`src/rtl/apss_pkg.sv`:
```
// types, constants and task-file codes shared by the ata pio sector sequencer
package apss_pkg;

    localparam int WORDS_PER_SECTOR = 256;
    localparam int WCW = $clog2(WORDS_PER_SECTOR + 1);

    localparam int IN_W  = 48;
    localparam int OUT_W = 56;
    localparam int CFG_IDX_W = 1;
    localparam int CFG_DATA_W = 29;

    // request and reply codes on the input stream
    localparam logic [2:0] ACT_PROBE    = 3'd0;
    localparam logic [2:0] ACT_READ     = 3'd1;
    localparam logic [2:0] ACT_WRITE    = 3'd2;
    localparam logic [2:0] ACT_REPLY    = 3'd3;
    localparam logic [2:0] ACT_HOST_WR  = 3'd4;

    // bus access kinds
    localparam logic [2:0] OP_NONE = 3'd0;
    localparam logic [2:0] OP_RB   = 3'd1;
    localparam logic [2:0] OP_WB   = 3'd2;
    localparam logic [2:0] OP_RW   = 3'd3;
    localparam logic [2:0] OP_WW   = 3'd4;

    // result codes
    localparam logic [1:0] RC_OK      = 2'd0;
    localparam logic [1:0] RC_NO_DISK = 2'd1;
    localparam logic [1:0] RC_RANGE   = 2'd2;
    localparam logic [1:0] RC_BUSY    = 2'd3;

    // task-file register offsets
    localparam logic [15:0] REG_DATA     = 16'd0;
    localparam logic [15:0] REG_SECCOUNT = 16'd2;
    localparam logic [15:0] REG_LBA_LO   = 16'd3;
    localparam logic [15:0] REG_LBA_MID  = 16'd4;
    localparam logic [15:0] REG_LBA_HI   = 16'd5;
    localparam logic [15:0] REG_DRIVE    = 16'd6;
    localparam logic [15:0] REG_CMD      = 16'd7;

    localparam logic [7:0] DRIVE_SEL    = 8'hA0;
    localparam logic [7:0] DRIVE_LBA    = 8'hE0;
    localparam logic [7:0] CMD_IDENTIFY = 8'hEC;
    localparam logic [7:0] CMD_READ     = 8'h20;
    localparam logic [7:0] CMD_WRITE    = 8'h30;
    localparam logic [7:0] CMD_FLUSH    = 8'hE7;

    localparam int ST_BSY = 7;
    localparam int ST_DRQ = 3;
    localparam int ST_ERR = 0;

    localparam logic [15:0] IO_BASE_RST     = 16'h01F0;
    localparam logic [28:0] MAX_SECTORS_RST = 29'h1000_0000;

    localparam logic [CFG_IDX_W-1:0] CFG_IO_BASE     = 1'd0;
    localparam logic [CFG_IDX_W-1:0] CFG_MAX_SECTORS = 1'd1;

    typedef enum logic [3:0] {
        PH_IDLE, PH_PR_FIRST, PH_PR_BUSY, PH_PR_CHECK, PH_PR_DATA,
        PH_RD_BUSY, PH_RD_DRQ, PH_RD_DATA,
        PH_WR_BUSY, PH_WR_DRQ, PH_WR_DATA, PH_WR_FLUSH
    } phase_t;

    // what burst of results an accepted item leaves behind
    typedef enum logic [3:0] {
        K_NONE, K_FINISH, K_PROBE, K_ISSUE_RD, K_ISSUE_WR, K_STATUS,
        K_RWORD, K_RDATA, K_RLAST, K_WWORD, K_WFLUSH
    } kind_t;

    function automatic logic [2:0] kind_count(input kind_t k);
        logic [2:0] n;
        begin
            case (k)
                K_NONE:                          n = 3'd0;
                K_PROBE, K_ISSUE_RD, K_ISSUE_WR: n = 3'd7;
                K_WFLUSH:                        n = 3'd3;
                default:                         n = 3'd1;
            endcase
            return n;
        end
    endfunction

endpackage

```
`src/rtl/ata_pio_sector_sequencer_unit.sv`:
```
// Host-side ATA PIO sequencer for single LBA28 sectors. Each input item is a
// request (probe, read, write), a bus read reply or a host write word; it is
// decoded and the phase, word count and presence flag updated in the cycle it
// is accepted, and the results it causes leave one per cycle, while the output
// is ready, from a registered descriptor. An item causing one result or none is
// taken every cycle while the output is ready; an item causing n results (up to
// seven for a command issue) holds the input until its last result leaves, the
// next item being taken in that cycle. The output stream sets the rate.
module ata_pio_sector_sequencer_unit (
    input  logic                            clk,
    input  logic                            rst_n,
    // action[2:0], sector[30:3], word_in[46:31], zero[47]
    input  logic [apss_pkg::IN_W-1:0]       s_tdata,
    input  logic                            s_tvalid,
    output logic                            s_tready,
    // bus_op[2:0], bus_address[18:3], bus_data[34:19], host_word[50:35],
    // done_res[51], result_code[53:52], disk_found[54], zero[55]
    output logic [apss_pkg::OUT_W-1:0]      m_tdata,
    // host_word_valid[0]
    output logic                            m_tuser,
    output logic                            m_tlast,
    output logic                            m_tvalid,
    input  logic                            m_tready,
    input  logic                            cfg_valid,
    output logic                            cfg_ready,
    input  logic [apss_pkg::CFG_IDX_W-1:0]  cfg_index,
    input  logic [apss_pkg::CFG_DATA_W-1:0] cfg_data
);
    import apss_pkg::*;

    logic [15:0]    io_base_reg;
    logic [28:0]    max_sectors_reg;
    phase_t         phase_reg, phase_next;
    logic [WCW-1:0] wc_reg, wc_next, wc_inc;
    logic           present_reg, present_next;

    kind_t          kind_reg, kind_next;
    logic [2:0]     idx_reg;
    logic [2:0]     cnt_w;
    logic           busy_reg;
    logic [27:0]    sector_reg;
    logic [15:0]    word_reg;
    logic [1:0]     code_reg, code_next;

    logic [2:0]     in_action;
    logic [27:0]    in_sector;
    logic [15:0]    in_word;
    logic [7:0]     st;
    logic           accept, take, last_w;

    logic [2:0]     op;
    logic [15:0]    off, bdata, hword;
    logic           hvalid, done;
    logic [1:0]     rcode;
    logic [15:0]    addr;

    assign in_action = s_tdata[2:0];
    assign in_sector = s_tdata[30:3];
    assign in_word   = s_tdata[46:31];
    assign st        = in_word[7:0];
    assign wc_inc    = wc_reg + WCW'(1);

    assign cnt_w    = kind_count(kind_reg);
    assign last_w   = (idx_reg == cnt_w - 3'd1);
    assign take     = busy_reg && m_tready;
    assign s_tready = !busy_reg || (m_tready && last_w);
    assign accept   = s_tvalid && s_tready;
    assign cfg_ready = 1'b1;

    // configuration registers
    always_ff @(posedge clk or negedge rst_n)
    begin
        if (!rst_n)
        begin
            io_base_reg     <= IO_BASE_RST;
            max_sectors_reg <= MAX_SECTORS_RST;
        end
        else if (cfg_valid)
        begin
            case (cfg_index)
                CFG_IO_BASE:     io_base_reg <= cfg_data[15:0];
                CFG_MAX_SECTORS: max_sectors_reg <= cfg_data;
                default:         ;
            endcase
        end
    end

    // decode of one item against the current phase
    always_comb
    begin
        phase_next   = phase_reg;
        wc_next      = wc_reg;
        present_next = present_reg;
        kind_next    = K_NONE;
        code_next    = RC_OK;
        if (in_action == ACT_PROBE || in_action == ACT_READ || in_action == ACT_WRITE)
        begin
            if (phase_reg != PH_IDLE)
            begin
                kind_next = K_FINISH;
                code_next = RC_BUSY;
            end
            else if (in_action == ACT_PROBE)
            begin
                kind_next  = K_PROBE;
                phase_next = PH_PR_FIRST;
            end
            else if (!present_reg)
            begin
                kind_next = K_FINISH;
                code_next = RC_NO_DISK;
            end
            else if ({1'b0, in_sector} >= max_sectors_reg)
            begin
                kind_next = K_FINISH;
                code_next = RC_RANGE;
            end
            else if (in_action == ACT_READ)
            begin
                kind_next  = K_ISSUE_RD;
                phase_next = PH_RD_BUSY;
            end
            else
            begin
                kind_next  = K_ISSUE_WR;
                phase_next = PH_WR_BUSY;
            end
        end
        else if (in_action == ACT_REPLY)
        begin
            case (phase_reg)
                PH_PR_FIRST:
                begin
                    if (st == 8'd0)
                    begin
                        present_next = 1'b0;
                        phase_next   = PH_IDLE;
                        kind_next    = K_FINISH;
                        code_next    = RC_NO_DISK;
                    end
                    else
                    begin
                        kind_next  = K_STATUS;
                        phase_next = PH_PR_BUSY;
                    end
                end
                PH_PR_BUSY:
                begin
                    kind_next = K_STATUS;
                    if (!st[ST_BSY])
                        phase_next = PH_PR_CHECK;
                end
                PH_PR_CHECK:
                begin
                    if (st[ST_ERR] || !st[ST_DRQ])
                    begin
                        present_next = 1'b0;
                        phase_next   = PH_IDLE;
                        kind_next    = K_FINISH;
                        code_next    = RC_NO_DISK;
                    end
                    else
                    begin
                        wc_next    = '0;
                        kind_next  = K_RWORD;
                        phase_next = PH_PR_DATA;
                    end
                end
                PH_PR_DATA:
                begin
                    if (wc_inc < WCW'(WORDS_PER_SECTOR))
                    begin
                        wc_next   = wc_inc;
                        kind_next = K_RWORD;
                    end
                    else
                    begin
                        wc_next      = '0;
                        present_next = 1'b1;
                        phase_next   = PH_IDLE;
                        kind_next    = K_FINISH;
                        code_next    = RC_OK;
                    end
                end
                PH_RD_BUSY:
                begin
                    kind_next = K_STATUS;
                    if (!st[ST_BSY])
                        phase_next = PH_RD_DRQ;
                end
                PH_WR_BUSY:
                begin
                    kind_next = K_STATUS;
                    if (!st[ST_BSY])
                        phase_next = PH_WR_DRQ;
                end
                PH_RD_DRQ:
                begin
                    if (st[ST_ERR] || st[ST_DRQ])
                    begin
                        wc_next    = '0;
                        kind_next  = K_RWORD;
                        phase_next = PH_RD_DATA;
                    end
                    else
                        kind_next = K_STATUS;
                end
                PH_WR_DRQ:
                begin
                    // data phase entry gives no result
                    if (st[ST_ERR] || st[ST_DRQ])
                    begin
                        wc_next    = '0;
                        phase_next = PH_WR_DATA;
                    end
                    else
                        kind_next = K_STATUS;
                end
                PH_RD_DATA:
                begin
                    if (wc_inc < WCW'(WORDS_PER_SECTOR))
                    begin
                        wc_next   = wc_inc;
                        kind_next = K_RDATA;
                    end
                    else
                    begin
                        wc_next    = '0;
                        phase_next = PH_IDLE;
                        kind_next  = K_RLAST;
                    end
                end
                PH_WR_FLUSH:
                begin
                    if (st[ST_BSY])
                        kind_next = K_STATUS;
                    else
                    begin
                        phase_next = PH_IDLE;
                        kind_next  = K_FINISH;
                        code_next  = RC_OK;
                    end
                end
                default: ;
            endcase
        end
        else if (in_action == ACT_HOST_WR && phase_reg == PH_WR_DATA)
        begin
            if (wc_inc >= WCW'(WORDS_PER_SECTOR))
            begin
                wc_next    = '0;
                phase_next = PH_WR_FLUSH;
                kind_next  = K_WFLUSH;
            end
            else
            begin
                wc_next   = wc_inc;
                kind_next = K_WWORD;
            end
        end
    end

    always_ff @(posedge clk or negedge rst_n)
    begin
        if (!rst_n)
        begin
            phase_reg   <= PH_IDLE;
            wc_reg      <= '0;
            present_reg <= 1'b0;
            busy_reg    <= 1'b0;
            kind_reg    <= K_NONE;
            idx_reg     <= '0;
            code_reg    <= RC_OK;
        end
        else if (accept)
        begin
            phase_reg   <= phase_next;
            wc_reg      <= wc_next;
            present_reg <= present_next;
            busy_reg    <= (kind_next != K_NONE);
            kind_reg    <= kind_next;
            idx_reg     <= '0;
            code_reg    <= code_next;
        end
        else if (take)
        begin
            if (last_w)
                busy_reg <= 1'b0;
            else
                idx_reg <= idx_reg + 3'd1;
        end
    end

    always_ff @(posedge clk)
    begin
        if (accept)
        begin
            sector_reg <= in_sector;
            word_reg   <= in_word;
        end
    end

    // one result of the current burst
    always_comb
    begin
        op     = OP_NONE;
        off    = REG_DATA;
        bdata  = '0;
        hword  = '0;
        hvalid = 1'b0;
        done   = 1'b0;
        rcode  = RC_OK;
        case (kind_reg)
            K_FINISH:
            begin
                done  = 1'b1;
                rcode = code_reg;
            end
            K_PROBE, K_ISSUE_RD, K_ISSUE_WR:
            begin
                op = OP_WB;
                case (idx_reg)
                    3'd0:
                    begin
                        off   = REG_DRIVE;
                        bdata = (kind_reg == K_PROBE) ? {8'd0, DRIVE_SEL}
                                : {8'd0, DRIVE_LBA | {4'd0, sector_reg[27:24]}};
                    end
                    3'd1:
                    begin
                        off   = REG_SECCOUNT;
                        bdata = (kind_reg == K_PROBE) ? 16'd0 : 16'd1;
                    end
                    3'd2:
                    begin
                        off   = REG_LBA_LO;
                        bdata = (kind_reg == K_PROBE) ? 16'd0 : {8'd0, sector_reg[7:0]};
                    end
                    3'd3:
                    begin
                        off   = REG_LBA_MID;
                        bdata = (kind_reg == K_PROBE) ? 16'd0 : {8'd0, sector_reg[15:8]};
                    end
                    3'd4:
                    begin
                        off   = REG_LBA_HI;
                        bdata = (kind_reg == K_PROBE) ? 16'd0 : {8'd0, sector_reg[23:16]};
                    end
                    3'd5:
                    begin
                        off = REG_CMD;
                        case (kind_reg)
                            K_PROBE:    bdata = {8'd0, CMD_IDENTIFY};
                            K_ISSUE_RD: bdata = {8'd0, CMD_READ};
                            default:    bdata = {8'd0, CMD_WRITE};
                        endcase
                    end
                    default:
                    begin
                        op  = OP_RB;
                        off = REG_CMD;
                    end
                endcase
            end
            K_STATUS:
            begin
                op  = OP_RB;
                off = REG_CMD;
            end
            K_RWORD:
                op = OP_RW;
            K_RDATA:
            begin
                op     = OP_RW;
                hword  = word_reg;
                hvalid = 1'b1;
            end
            K_RLAST:
            begin
                hword  = word_reg;
                hvalid = 1'b1;
                done   = 1'b1;
            end
            K_WWORD:
            begin
                op    = OP_WW;
                bdata = word_reg;
            end
            K_WFLUSH:
            begin
                case (idx_reg)
                    3'd0:
                    begin
                        op    = OP_WW;
                        bdata = word_reg;
                    end
                    3'd1:
                    begin
                        op    = OP_WB;
                        off   = REG_CMD;
                        bdata = {8'd0, CMD_FLUSH};
                    end
                    default:
                    begin
                        op  = OP_RB;
                        off = REG_CMD;
                    end
                endcase
            end
            default: ;
        endcase
    end

    assign addr = (op == OP_NONE) ? 16'd0 : io_base_reg + off;

    assign m_tdata  = {1'b0, present_reg, rcode, done, hword, bdata, addr, op};
    assign m_tuser  = hvalid;
    assign m_tlast  = last_w;
    assign m_tvalid = busy_reg;

    a_idx_in_burst: assert property (@(posedge clk) disable iff (!rst_n)
        busy_reg |-> (idx_reg < cnt_w))
        else $error("result index beyond burst length");

    a_take_on_last: assert property (@(posedge clk) disable iff (!rst_n)
        (accept && busy_reg) |-> (m_tready && last_w))
        else $error("item accepted with results still pending");

    a_wc_range: assert property (@(posedge clk) disable iff (!rst_n)
        wc_reg < WCW'(WORDS_PER_SECTOR))
        else $error("word count out of range");

    a_idle_wc_zero: assert property (@(posedge clk) disable iff (!rst_n)
        (phase_reg == PH_IDLE) |-> (wc_reg == '0))
        else $error("word count left nonzero at idle");

    a_done_is_last: assert property (@(posedge clk) disable iff (!rst_n)
        (busy_reg && done) |-> last_w)
        else $error("done result not last of its burst");

    a_present_from_probe: assert property (@(posedge clk) disable iff (!rst_n)
        (present_reg && !$past(present_reg)) |-> ($past(phase_reg) == PH_PR_DATA))
        else $error("presence flag set outside identify data phase");

endmodule

```
`config.mk`:
```
export PLATFORM = sky130hd
export DESIGN_NAME = ata_pio_sector_sequencer_unit
export DESIGN_NICKNAME = d
export VERILOG_FILES = /design/src/rtl/apss_pkg.sv /design/src/rtl/ata_pio_sector_sequencer_unit.sv
export SDC_FILE = /design/constraint.sdc
export NUM_CORES = 1
export LEC_CHECK = 0
export BUFFER_PORTS_ARGS = -buffer_cell sky130_fd_sc_hd__buf_2
export CAP_MARGIN = 10
export CORE_MARGIN = 2
export CORE_UTILIZATION = 35
export CTS_BUF_LIST = sky130_fd_sc_hd__clkbuf_2
export CTS_CLUSTER_DIAMETER = 30
export DETAILED_ROUTE_END_ITERATION = 10
export HOLD_SLACK_MARGIN = 0.1
export SYNTH_ARGS = -nofsm -noshare
export SYNTH_HDL_FRONTEND = slang
export SYNTH_SLANG_ARGS = --single-unit
```
`constraint.sdc`:
```
create_clock -name clk -period 3.64 [get_ports clk]
set_input_delay 0 -clock clk [delete_from_list [all_inputs] [get_ports clk]]
set_output_delay 0 -clock clk [all_outputs]
set_load 0.02 [all_outputs]
```
Yosys cells after proc, flatten, opt, wreduce, memory -nomap -nowiden
Index checks and enable logic that the tools add are counted.
{"block": "word_totals", "register_bits": 113, "in_bits": 83, "wordCells": 191, "out_inout_bits": 61}
{"block": "classes", "order_cmp": 3, "n_reduce_logical": 39, "bitwise_logic": 2, "n_eq_ne": 49, "n_mux": 83, "add_sub_neg": 4}
{"cell": "two-way mux 4 bit", "count": 20}
{"cell": "two-way mux 9 bit", "count": 6}
{"cell": "case mux 16 bit (3 select lines)", "count": 1}
{"cell": "case mux 8 bit (6 select lines)", "count": 1}
{"cell": "two-way mux 3 bit", "count": 15}
{"cell": "case mux 4 bit (9 select lines)", "count": 1}
{"cell": "equality test 4 x 3 -> 1 bit (second input constant)", "count": 8}
{"cell": "two-way mux 16 bit", "count": 2}
{"cell": "case mux 16 bit (2 select lines)", "count": 1}
{"cell": "case mux 4 bit (8 select lines)", "count": 1}
{"cell": "case mux 3 bit (5 select lines)", "count": 2}
{"cell": "greater-or-equal comparator 28 x 29 -> 1 bit", "count": 1}
{"cell": "equality test 4 bit (second input constant)", "count": 7}
{"cell": "inequality test 4 bit (second input constant)", "count": 7}
{"cell": "case mux 9 bit (3 select lines)", "count": 1}
{"cell": "two-way mux 8 bit", "count": 3}
{"cell": "two-way mux 2 bit", "count": 10}
{"cell": "case mux 3 bit (3 select lines)", "count": 2}
{"cell": "adder 16 bit", "count": 1}
{"cell": "equality test 4 x 2 -> 1 bit (second input constant)", "count": 4}
{"cell": "case mux 8 bit (2 select lines)", "count": 1}
{"cell": "AND reduction 14 bit", "count": 1}
{"cell": "equality test 3 x 2 -> 1 bit (second input constant)", "count": 4}
{"cell": "two-way mux 1 bit", "count": 12}
{"cell": "other kinds (34)", "count": 68}

Longest topological paths before layout
Gate-level depths: netlist of run 1.
{"block": "depth", "ltp_word": 10, "ltp_mapped": 15}

Least setup slack after synthesis of run 1
No wires, ideal clock.
{"block": "synth_timing", "path_type": "register to register", "from": "register kind_reg[3]", "to": "register present_reg", "t_arrival_ns": 3.201, "n_path_buf": 2, "slack_ns": 0.312, "stages_incl_launch_ff": 10, "t_required_ns": 3.512, "setup_time_ns": 0.128, "path_cell_list": "dfrtp_1 buf_4 nor2_2 nand4_1 and4b_4 a2111oi_4 clkbuf_1 nand2_1 nor2_1 o22ai_1"}
{"block": "synth_via", "elab_chain_cells": 9, "word_cells_on_any_way": 13, "classes_between": "1 x add/sub; 5 x eq/ne; 1 x mux; 6 x reduce/logical"}
{"item": "start, declared", "line": "ata_pio_sector_sequencer_unit.sv:37", "rtl": "kind_t kind_reg, kind_next;"}
{"item": "start signal, assigned", "line": "ata_pio_sector_sequencer_unit.sv:281", "rtl": "kind_reg <= kind_next;"}
{"item": "equality test 4 x 2 -> 1 bit or equality test 4 x 3 -> 1 bit (tied branches)", "line": "apss_pkg.sv:73", "rtl": "case (k)"}
{"item": "OR reduction 3 bit", "line": "apss_pkg.sv:73"}
{"item": "case mux 3 bit (3 select lines) (*)", "line": "apss_pkg.sv:73"}
{"item": "subtractor 3 x 1 -> 3 bit (*)", "line": "ata_pio_sector_sequencer_unit.sv:64", "rtl": "assign last_w = (idx_reg == cnt_w - 3'd1);"}
{"item": "equality test 3 bit (*)", "line": "ata_pio_sector_sequencer_unit.sv:64"}
{"item": "logical AND 1 bit (*)", "line": "ata_pio_sector_sequencer_unit.sv:66", "rtl": "assign s_tready = !busy_reg || (m_tready && last_w);"}
{"item": "logical OR 1 bit (*)", "line": "ata_pio_sector_sequencer_unit.sv:66"}
{"item": "logical AND 1 bit (*)", "line": "ata_pio_sector_sequencer_unit.sv:67", "rtl": "assign accept = s_tvalid && s_tready;"}
{"item": "net accept", "line": "ata_pio_sector_sequencer_unit.sv:49", "rtl": "logic accept, take, last_w;"}
{"item": "AND reduction 7 bit (no line) (*)"}
{"item": "end signal, assigned", "line": "ata_pio_sector_sequencer_unit.sv:279", "rtl": "present_reg <= present_next;"}
{"item": "end, declared", "line": "ata_pio_sector_sequencer_unit.sv:35", "rtl": "logic present_reg, present_next;"}
Mark *: on every way through the listed nets, which the timed path passes. The rest lies on a longest branch.
A chain may end at the register's enable or synchronous reset.

Final worst setup path of run 1
{"block": "layout_timing", "from": "register idx_reg[0]", "to": "output m_tdata[11] (netlist bit)"}
{"block": "layout_via", "elab_chain_cells": 6, "word_cells_on_any_way": 16, "classes_between": "1 x add/sub; 5 x eq/ne; 7 x mux; 3 x reduce/logical"}
{"item": "start, declared", "line": "ata_pio_sector_sequencer_unit.sv:38", "rtl": "logic [2:0] idx_reg;"}
{"item": "start signal, assigned", "line": "ata_pio_sector_sequencer_unit.sv:290", "rtl": "idx_reg <= idx_reg + 3'd1;"}
{"item": "parallel branches: the longest is 5 deep, another holds adder 16 bit"}
{"item": "two-way mux 16 bit (*)", "line": "ata_pio_sector_sequencer_unit.sv:414", "rtl": "assign addr = (op == OP_NONE) ? 16'd0 : io_base_reg + off;"}
{"item": "end, declared", "line": "ata_pio_sector_sequencer_unit.sv:18", "rtl": "output logic [apss_pkg::OUT_W-1:0] m_tdata,"}
Every way passes the cells marked *.

==> results.tsv, run 1 <==
metric	value	unit
synth_edf_count	44	
p_comb_share	55.7	%
ir_worst_vdd	0.000257	V
final_antenna_net_count	0	
vias	6572	
crit_end	m_tdata[11]	
reg2reg_to	m_tvalid$_DFFE_PN0P_	
final_max_slew_viol_count	0	
ys_top_cells_by_area	dfrtp_1 23%, edfxtp_1 19%, mux2_2 8.2%	
max-slew-margin-rel	39.3	%
cts_buffers	17	
synth.most_common_cell	dfrtp_1	
hpwl	13.4	mm
ys.flop_type	dfrtp_1	
die-area	21100	um^2
path_buf_inv	2	
gp_congestion	0.876	
syn-num-nets	823	
root_buffer	clkbuf_2	
slowest_delay	0.51	ns
synth_area	6990	um^2
drtIter0Drc	526	
max_freq	287	MHz
status	finished clean	
h-tree-depth	4	
yosys_warnings	0	
cts.sinks	113	
synthArstFlopShare	61.1	%
postLayoutCoreUtil	52.1	%
largest_reg_flops	29	
post-route-period-util	95.7	%
grt_pass1_wl	32.8	mm
drt-pass1-iter-count	5	
nets	1141	
cts_tree	built	
crit_arrival	3.48	ns
clk_pin_slew_worst_paths	0.18	ns
crit_type	reg2out	
critPathLaunchType	register	
insertion_delay	0.70	ns
clkPwrFrac	13.9	%
pwr-share-seq	30.4	%
power_switching	0.00275	W
num_io_pins	144	
drive_above_1_share	29.8	%
finalCriticalPeriod	3.48	ns
synth_common_cells	63 x dfrtp_1, 51 x mux2_2, 49 x nor2_1, 46 x inv_1	
tightestPinTransition	0.902	ns
wirelength	20.4	mm
grt_antenna_before_repair	1	
grt_pass1_vias	6401	
clock_path_buffers	2	
grt-ovfl-total	0	
area_growth	45.6	%
min_path_type	in2reg	
viasPerCell	5.06	
crit_family	adder cells	
p_leak	4.46	nW
grt_use_total	19.2	%
drv_cap	0	
cpMaxStageDelayCell	dfrtp_2	
yosysTopAreaCell	dfrtp_1	
crit_cells	16	
startpoint	idx_reg[0]$_DFFE_PN0P_	
synth.avg_cell_area	9.96	um^2
synth_top_area_share	22.5	%
crit_path_max_fanout	8	
crit_chain	inv_4, ha_4, nor3_4, nor2_2, nor2_1, a211oi_2, o21ai_1, ha_2, fa_2, a21oi_2, nor2_2, and2_4, nand2_1, xor2_1, nor2_1, buf_2	
core_area	19500	um^2
synthDistinctLibCells	74	
drc	0	
numPortBuffers	140	
rsz0062_at_grt	yes	
setup_violations	0	
start_util	35.8	%
num_rows	51	
end_kind	output pin	
p_int	0.00332	W
sw_frac_of_total	45.3	%
dieWidth	145	um
worst_slack	0.157	ns
r2r-start	max_sectors_reg[26]$_DFFE_PN0P_	
place_ws	0.241	ns
hold_ws	0.264	ns
routedWlPerCell	15.7	um
grt_max_degree	56	
synthCells	702	
die_h	145	um
power_density	596	nW/um^2
cp.required	3.64	ns
ys_ff_latch	113	
finalHoldViolations	0	
r2r_slack	0.30	ns
ff2ff_path_depth	10	
synth_seq_area_share	43.7	%
fin_skew	0.0444	ns
worst min-delay path by stage:
stage,end,slack [ns],from,depth (start not counted)
2_1_floorplan,code_reg[0]$_DFFE_PN0P_,-0.30,rst_n,0
6_report,idx_reg[1]$_DFFE_PN0P_,0.26,s_tvalid,4
4_1_cts,idx_reg[1]$_DFFE_PN0P_,0.16,s_tvalid,4
5_1_grt,idx_reg[1]$_DFFE_PN0P_,0.17,s_tvalid,4
3_5_place_dp,max_sectors_reg[21]$_DFFE_PN0P_,0.08,rst_n,1
3_3_place_gp,max_sectors_reg[21]$_DFFE_PN0P_,0.07,rst_n,1
placed cells by master, fill, tap and decap left out, types with 6 or more instances in the layout:
cell,n
a21o_1,8
a21oi_1,40
a22o_1,6
and2_1,27
and3_1,11
buf_2,134
buf_4,36
clkbuf_2,18
dfrtp_1,58
dfstp_2,6
dlygate4sd3_1,162
edfxtp_1,44
ha_1,32
inv_1,44
mux2_2,51
nand2_1,42
nand2b_1,11
nand3_1,13
nand4_1,7
nor2_1,47
nor2b_1,15
nor3_1,10
o21ai_0,29
o21ai_1,11
o22ai_1,6
or3_1,7
xnor2_1,7
xor2_1,8
power groups by stage:
stage | sequential (W) | clock, W | combinational [W]
after global routing | 0.00189 | 0.000948 | 0.00368
final | 0.00184 | 0.000843 | 0.00338
after global placement | 0.00187 | 0 | 0.00280
after detailed placement | 0.00187 | 0 | 0.00282
after CTS | 0.00185 | 0.000879 | 0.00307
after floorplan | 0.00173 | 0 | 0.00209
area by class of cell:
class | count | area (um^2)
fillers | 1793 | 9340
multi-input cells | 506 | 3750
flip-flops and latches | 113 | 3060
repair buffers | 336 | 2630
well taps | 265 | 332
inverters | 46 | 178
clock inverters | 15 | 149
clock buffers | 17 | 85.1
diodes | 1 | 2.50
what timing repair did:
item | in CTS | in global routing
endpoints found under the hold margin | 168 | 0
pin swaps | 1 | 18
buffers inserted | 3 | 15
resized for setup | 18 | 31
hold buffers | 163 | 0
setup endpoints to repair | 13 | 13
cells by family after synthesis:
kind of cell,after synthesis,synth area share (%)
other,2,0.107
AO/OA/AOI/OAI,166,16.1
buffers and inverters,83,4.78
flip-flops,113,43.7
multiplexers,58,9.25
XOR/XNOR,15,1.88
adder cells (fa/ha/maj),39,7.05
AND/OR/NAND/NOR,226,17.1
per-stage QoR:
| stage | area [um^2] | TNS, ns | instances | power [W] |
|---|---|---|---|---|
| final | 10200 | 0 | 1299 | 0.00607 |
| after floorplan | 6990 | 0 | 702 | 0.00382 |
| after global routing | 10200 | -0.901 | 1299 | 0.00651 |
| after CTS | 9920 | 0 | 1282 | 0.00579 |
| after detailed placement | 7970 | 0 | 1084 | 0.00470 |
| after global placement | 7970 | 0 | 1084 | 0.00467 |
layer usage:
metal	wire length, um	up-vias	track usage (%)
met3	1090	25	4.04
li1	-	3180	-
met4	283	0	4.90
met5	0	-	0
met2	9760	221	31.6
met1	9250	3146	26.0
worst register-to-register path: stages, from the launching register on:
cell and delay [ns]:
dfrtp_1 0.40, inv_1 0.05, ha_1 0.29, nand4b_1 0.16
nor4_1 0.48, nand2_1 0.18, a31oi_1 0.33, nor3_1 0.17
o41ai_1 0.43, a2bb2oi_1 0.23, dlygate4sd3_1 0.57
No activity file was read; power rests on OpenSTA's default activity.
==> run 2: changes to the inputs <==
--- a/config.mk
+++ b/config.mk
@@ -8,7 +8,7 @@
 export BUFFER_PORTS_ARGS = -buffer_cell sky130_fd_sc_hd__buf_2
 export CAP_MARGIN = 10
 export CORE_MARGIN = 2
-export CORE_UTILIZATION = 35
+export CORE_UTILIZATION = 40
 export CTS_BUF_LIST = sky130_fd_sc_hd__clkbuf_2
 export CTS_CLUSTER_DIAMETER = 30
 export DETAILED_ROUTE_END_ITERATION = 10
==> results.tsv, run 2 (synthesis gave the netlist of run 1 again) <==
metric	value	unit	change
status	finished clean		
insertion_delay	0.71	ns	about the same
finalCriticalPeriod	3.44	ns	-0.0439 ns
end_kind	output pin		
max-slew-margin-rel	28.3	%	-11 points
grt_max_degree	56		unchanged
min_path_cells	4		unchanged
p_leak	4.46	nW	about the same
drive_above_1_share	28.8	%	-1.0 points
tightestPinTransition	1.07	ns	+0.166 ns
critPathLaunchType	register		
gp_congestion	0.949		+8.3%
cts_tree	built		
path_common_cell	nor2_2		
grt_pass1_wl	32.2	mm	-2.0%
power_density	604	nW/um^2	+1.2%
cts.sinks	113		unchanged
drt-pass1-iter-count	6		+1
die-area	18600	um^2	-12%
layout.cells.most_common	dlygate4sd3_1		
min_path_type	in2reg		
drc	0		unchanged
cts_buffers	17		unchanged
crit_path_max_fanout	4		-4
startpoint	idx_reg[1]$_DFFE_PN0P_		
start_util	40.7	%	+4.9 points
placedCellCount	1043		-3.8%
worst_slack	0.201	ns	+0.0439 ns
cpMaxStageDelayCell	dfrtp_2		
drtIter0Drc	353		-33%
grt_use_total	22.4	%	+3.2 points
p_total	0.00611	W	+0.60%
wirelength	20.6	mm	+1.1%
area_growth	44.7	%	
final_cells	1258		-3.2%
ir_worst_vdd	0.000369	V	+43%
slowest_delay	0.49	ns	-0.02 ns
nets	1140		-0.088%
ff2ff_path_depth	8		-2
r2r-start	phase_reg[0]$_DFFE_PN0P_		
hpwl	13.7	mm	+2.1%
setup_violations	0		unchanged
grt_pass1_vias	6440		+0.61%
max_freq	291	MHz	+1.3%
place_ws	0.342	ns	+0.101 ns
clock_path_buffers	2		unchanged
rsz0062_at_grt	no		
post-route-period-util	94.5	%	-1.2 points
vias	6579		+0.11%
final_max_slew_viol_count	0		unchanged
crit_cells	16		unchanged
grt-ovfl-total	0		unchanged
numPortBuffers	140		unchanged
min-delay-start	s_tvalid		
num_io_pins	144		unchanged
finalHoldViolations	0		unchanged
cp.required	3.64	ns	about the same
fin_skew	0.0468	ns	+0.00238 ns
fillers	1478		-18%
final_antenna_net_count	0		unchanged
root_buffer	clkbuf_2		
largest_reg_flops	29		unchanged
setup_tns	0	ns	unchanged
grt_antenna_before_repair	1		unchanged
dieWidth	136	um	-6.3%
viasPerCell	5.23		+3.4%
path_buf_inv	2		unchanged
hold_ws	0.257	ns	-0.00657 ns
core_area	17200	um^2	-12%
die_h	136	um	-6.3%
h-tree-depth	4		unchanged
crit_chain	inv_4, ha_4, nor3_4, nor2_2, nor2_2, a211oi_2, o21ai_1, ha_2, fa_2, a21oi_4, nor2_4, and2_4, nand2_1, xor2_1, nor2_1, buf_2		
most-common-layout-cells	169 x dlygate4sd3_1, 139 x buf_2, 58 x dfrtp_1		
crit_arrival	3.44	ns	-0.04 ns
num_rows	48		-5.9%
routedWlPerCell	16.4	um	+4.4%
drv_cap	0		unchanged
clk_pin_slew_worst_paths	0.17	ns	about the same
crit_family	adder cells		
crit_type	reg2out		
-- run 2: cell count changes in the layout (fill, tap and decap cells not counted), sizes merged --
cell         previous run  this run
dlygate4sd3           162       169
buf                   173       166
clkbuf                 18        21
bufinv                  1         3
inv                    53        48
clkinv                  6         5
-- run 2: stage by stage --
stage / cell area (um^2) / utilization (%)
floorplan: 6990 / -
global placement: 7920 / 46.1
detailed placement: 7920 / 46.1
CTS: 9920 / 57.7
global route: 10100 / 58.9
finish: 10100 / 58.9
-- run 2: worst paths after layout --
path                                              endpoint  slack, ns
max                                            m_tdata[15]       0.20
max in group asynchronous       io_base_reg[7]$_DFFE_PN1P_       2.73
max reg2reg                        kind_reg[0]$_DFFE_PN0P_       0.21
min in group asynchronous  max_sectors_reg[28]$_DFFE_PN1P_       0.37
min reg2reg                max_sectors_reg[12]$_DFFE_PN0P_       0.53
min                                   m_tvalid$_DFFE_PN0P_       0.26
-- run 2: timing repair --
| item | in CTS | in global routing |
|---|---|---|
| endpoints found under the setup margin | 10 | 10 |
| buffers inserted | 2 | 10 |
| resized for setup | 12 | 30 |
| hold buffers | 170 | 0 |
| hold endpoints to repair | 157 | 0 |
| pin swaps | 0 | 13 |
-- run 2: power by group --
group / internal, W / switching, W
clock: 0.000392 / 0.000506
sequential: 0.00158 / 0.000295
combinational: 0.00146 / 0.00188
total: 0.00343 / 0.00268
-- run 2: tightest hold or removal path: cells and delay by family --
| family | cells | cell delay [ns] |
|---|---|---|
| buf+inv | 3 | 0.75 |
| compound gates | 1 | 0.16 |
-- run 2: final cells by class --
cell class	instances	area [um^2]	area share (%)
multi-input cells	506	3740	37.0
flip-flops and latches	113	3060	30.3
repair buffers	335	2610	25.8
well taps	225	282	2.78
inverters	46	178	1.76
clock inverters	11	140	1.38
clock buffers	21	105	1.04
diodes	1	2.50	0.0247
-- run 2: layer usage --
layer  vias up  track usage [%]  wire length (um)
met5         -                0                 0
li1       3184                -                 -
met4         0             8.62               479
met2       215             37.0              9980
met3        38             4.81              1080
met1      3142             28.8              9060
==> run 3: changes to the inputs <==
==> constraint.sdc (replaced) <==
create_clock -name clk -period 4 [get_ports clk]
set_input_delay 0 -clock clk [delete_from_list [all_inputs] [get_ports clk]]
set_output_delay 0 -clock clk [all_outputs]
set_load 0.02 [all_outputs]
==> results.tsv, run 3 (synthesis gave the netlist of run 1 again) <==
metric	value	unit	change
status	finished clean		
drc	0		unchanged
grt_max_degree	70		+25%
numPortBuffers	140		unchanged
layout.cells.most_common	dlygate4sd3_1		
num_rows	48		unchanged
clkPwrFrac	14.9	%	+0.2 points
gp_congestion	0.941		-0.83%
insertion_delay	0.69	ns	-0.02 ns
crit_family	buffers and inverters		
clk_pin_slew_worst_paths	0.21	ns	+0.04 ns
path_buf_inv	2		unchanged
grt_pass1_wl	32.7	mm	+1.6%
setup_tns	0	ns	unchanged
core_area	17200	um^2	unchanged
clock_path_buffers	2		unchanged
dieWidth	136	um	unchanged
finalHoldViolations	0		unchanged
finalCriticalPeriod	3.95	ns	
postLayoutCoreUtil	57.7	%	-1.2 points
final_antenna_net_count	0		unchanged
sw_frac_of_total	45.0	%	+1.2 points
grt_use_total	22.6	%	+0.20 points
hpwl	13.4	mm	-2.0%
path_common_cell	dlygate4sd3_1		
cpMaxStageDelayCell	dfrtp_1		
grt_antenna_before_repair	1		unchanged
root_buffer	clkbuf_2		
grt-ovfl-total	0		unchanged
critPathLaunchType	register		
die-area	18600	um^2	unchanged
vias	6549		-0.46%
final_max_slew_viol_count	0		unchanged
cts_tree	built		
max-slew-margin-rel	31.2	%	+2.8 points
fin_skew	0.0403	ns	-0.00649 ns
max_freq	253	MHz	
hold_ws	0.268	ns	+0.0109 ns
p_comb_share	52.7	%	-1.8 points
h-tree-depth	4		unchanged
power_switching	0.00239	W	-11%
drive_above_1_share	26.8	%	-2.0 points
post-route-period-util	98.8	%	
place_area	7900	um^2	-0.19%
grt_pass1_vias	6484		+0.68%
area_growth	41.8	%	
routedWlPerCell	16.4	um	+0.13%
drt-pass1-iter-count	5		-1
end_kind	register		
cts_buffers	17		unchanged
largest_reg_flops	29		unchanged
viasPerCell	5.26		+0.50%
pwr-share-seq	32.3	%	+1.5 points
power_density	535	nW/um^2	-11%
crit_path_max_fanout	22		+18
nets	1128		-1.1%
crit_arrival	4.51	ns	+1.07 ns
crit_type	reg2reg		
p_leak	4.36	nW	-2.3%
design_area	9910	um^2	-2.0%
ir_worst_vdd	0.000301	V	-18%
crit_chain	or2_1, or3_1, nor2_1, nor2b_1, a2111oi_0, o41ai_1, dlygate4sd3_1, a2bb2oi_1, dlygate4sd3_1		
num_io_pins	144		unchanged
cp.required	4.56	ns	+0.92 ns
tightestPinTransition	1.03	ns	-0.0423 ns
p_int	0.00292	W	-15%
drv_cap	0		unchanged
most-common-layout-cells	168 x dlygate4sd3_1, 140 x buf_2, 60 x dfrtp_1		
wirelength	20.4	mm	-0.83%
start_util	40.7	%	unchanged
setup_violations	0		unchanged
min_path_type	in2reg		
slowest_delay	0.65	ns	+0.16 ns
die_h	136	um	unchanged
drtIter0Drc	422		+20%
cts.sinks	113		unchanged
-- run 3: cell count changes in the layout (fill, tap and decap cells not counted), moves of 3 or more --
cell      change
inv_4         -3
inv_6         +3
clkbuf_2      -4
clkinv_4      +3
nor2_1        +3
buf_4         -9
-- run 3: what timing repair did --
item / CTS / global route
hold endpoints to repair: 173 / 0
setup endpoints to repair: 9 / 12
resized for setup: 4 / 14
buffers inserted: 0 / 4
hold buffers: 168 / 0
-- run 3: metrics by stage --
step	total power, W	cells	setup WS, ns
floorplan	0.00348	702	0.672
detailed placement	0.00423	1041	0.634
global route	0.00573	1246	-0.00442
CTS	0.00521	1241	0.0239
finish	0.00530	1246	0.0474
global placement	0.00421	1041	0.652
-- run 3: power by group through the flow --
stage | registers, W | logic, W | clock network, W
finish | 0.00171 | 0.00280 | 0.000793
global route | 0.00175 | 0.00310 | 0.000875
CTS | 0.00170 | 0.00269 | 0.000813
detailed placement | 0.00173 | 0.00250 | 0
global placement | 0.00172 | 0.00249 | 0
floorplan | 0.00158 | 0.00190 | 0
-- run 3: layer usage --
| layer | routed length [um] | share of wire, % | vias to the layer above | global-route usage [%] |
|---|---|---|---|---|
| met5 | 0 | 0 | - | 0 |
| li1 | - | - | 3155 | - |
| met4 | 504 | 2.5 | 0 | 8.10 |
| met2 | 9750 | 48 | 210 | 36.5 |
| met1 | 9070 | 44 | 3150 | 29.8 |
| met3 | 1100 | 5.4 | 34 | 5.18 |
-- run 3: area by class of cell --
class                      instances  area [um^2]
antenna                            1         2.50
multi-input combinational        506         3660
timing repair buffer             323         2490
clock inverter                    15          159
inverter                          46          173
clock buffer                      17         85.1
sequential                       113         3060
fill                            1550         7260
tap                              225          282
-- run 3: worst paths after layout --
| path | cells past startpoint | start | endpoint | slack (ns) |
|---|---|---|---|---|
| worst max register to register | 9 | phase_reg[0]$_DFFE_PN0P_ | m_tvalid$_DFFE_PN0P_ | 0.05 |
| worst min register to register | 1 | max_sectors_reg[19]$_DFFE_PN0P_ | max_sectors_reg[19]$_DFFE_PN0P_ | 0.53 |
| min in group asynchronous | 4 | rst_n | present_reg$_DFFE_PN0P_ | 0.58 |
| worst min-delay path | 4 | s_tvalid | idx_reg[0]$_DFFE_PN0P_ | 0.27 |
| max in group asynchronous | 4 | rst_n | idx_reg[1]$_DFFE_PN0P_ | 2.73 |
| worst max-delay path | 9 | phase_reg[0]$_DFFE_PN0P_ | m_tvalid$_DFFE_PN0P_ | 0.05 |
-- run 3: worst min-delay path, delay by kind of cell --
kind / cells / cell delay (ns)
compound gates: 2 / 0.31
buf+inv: 2 / 0.63
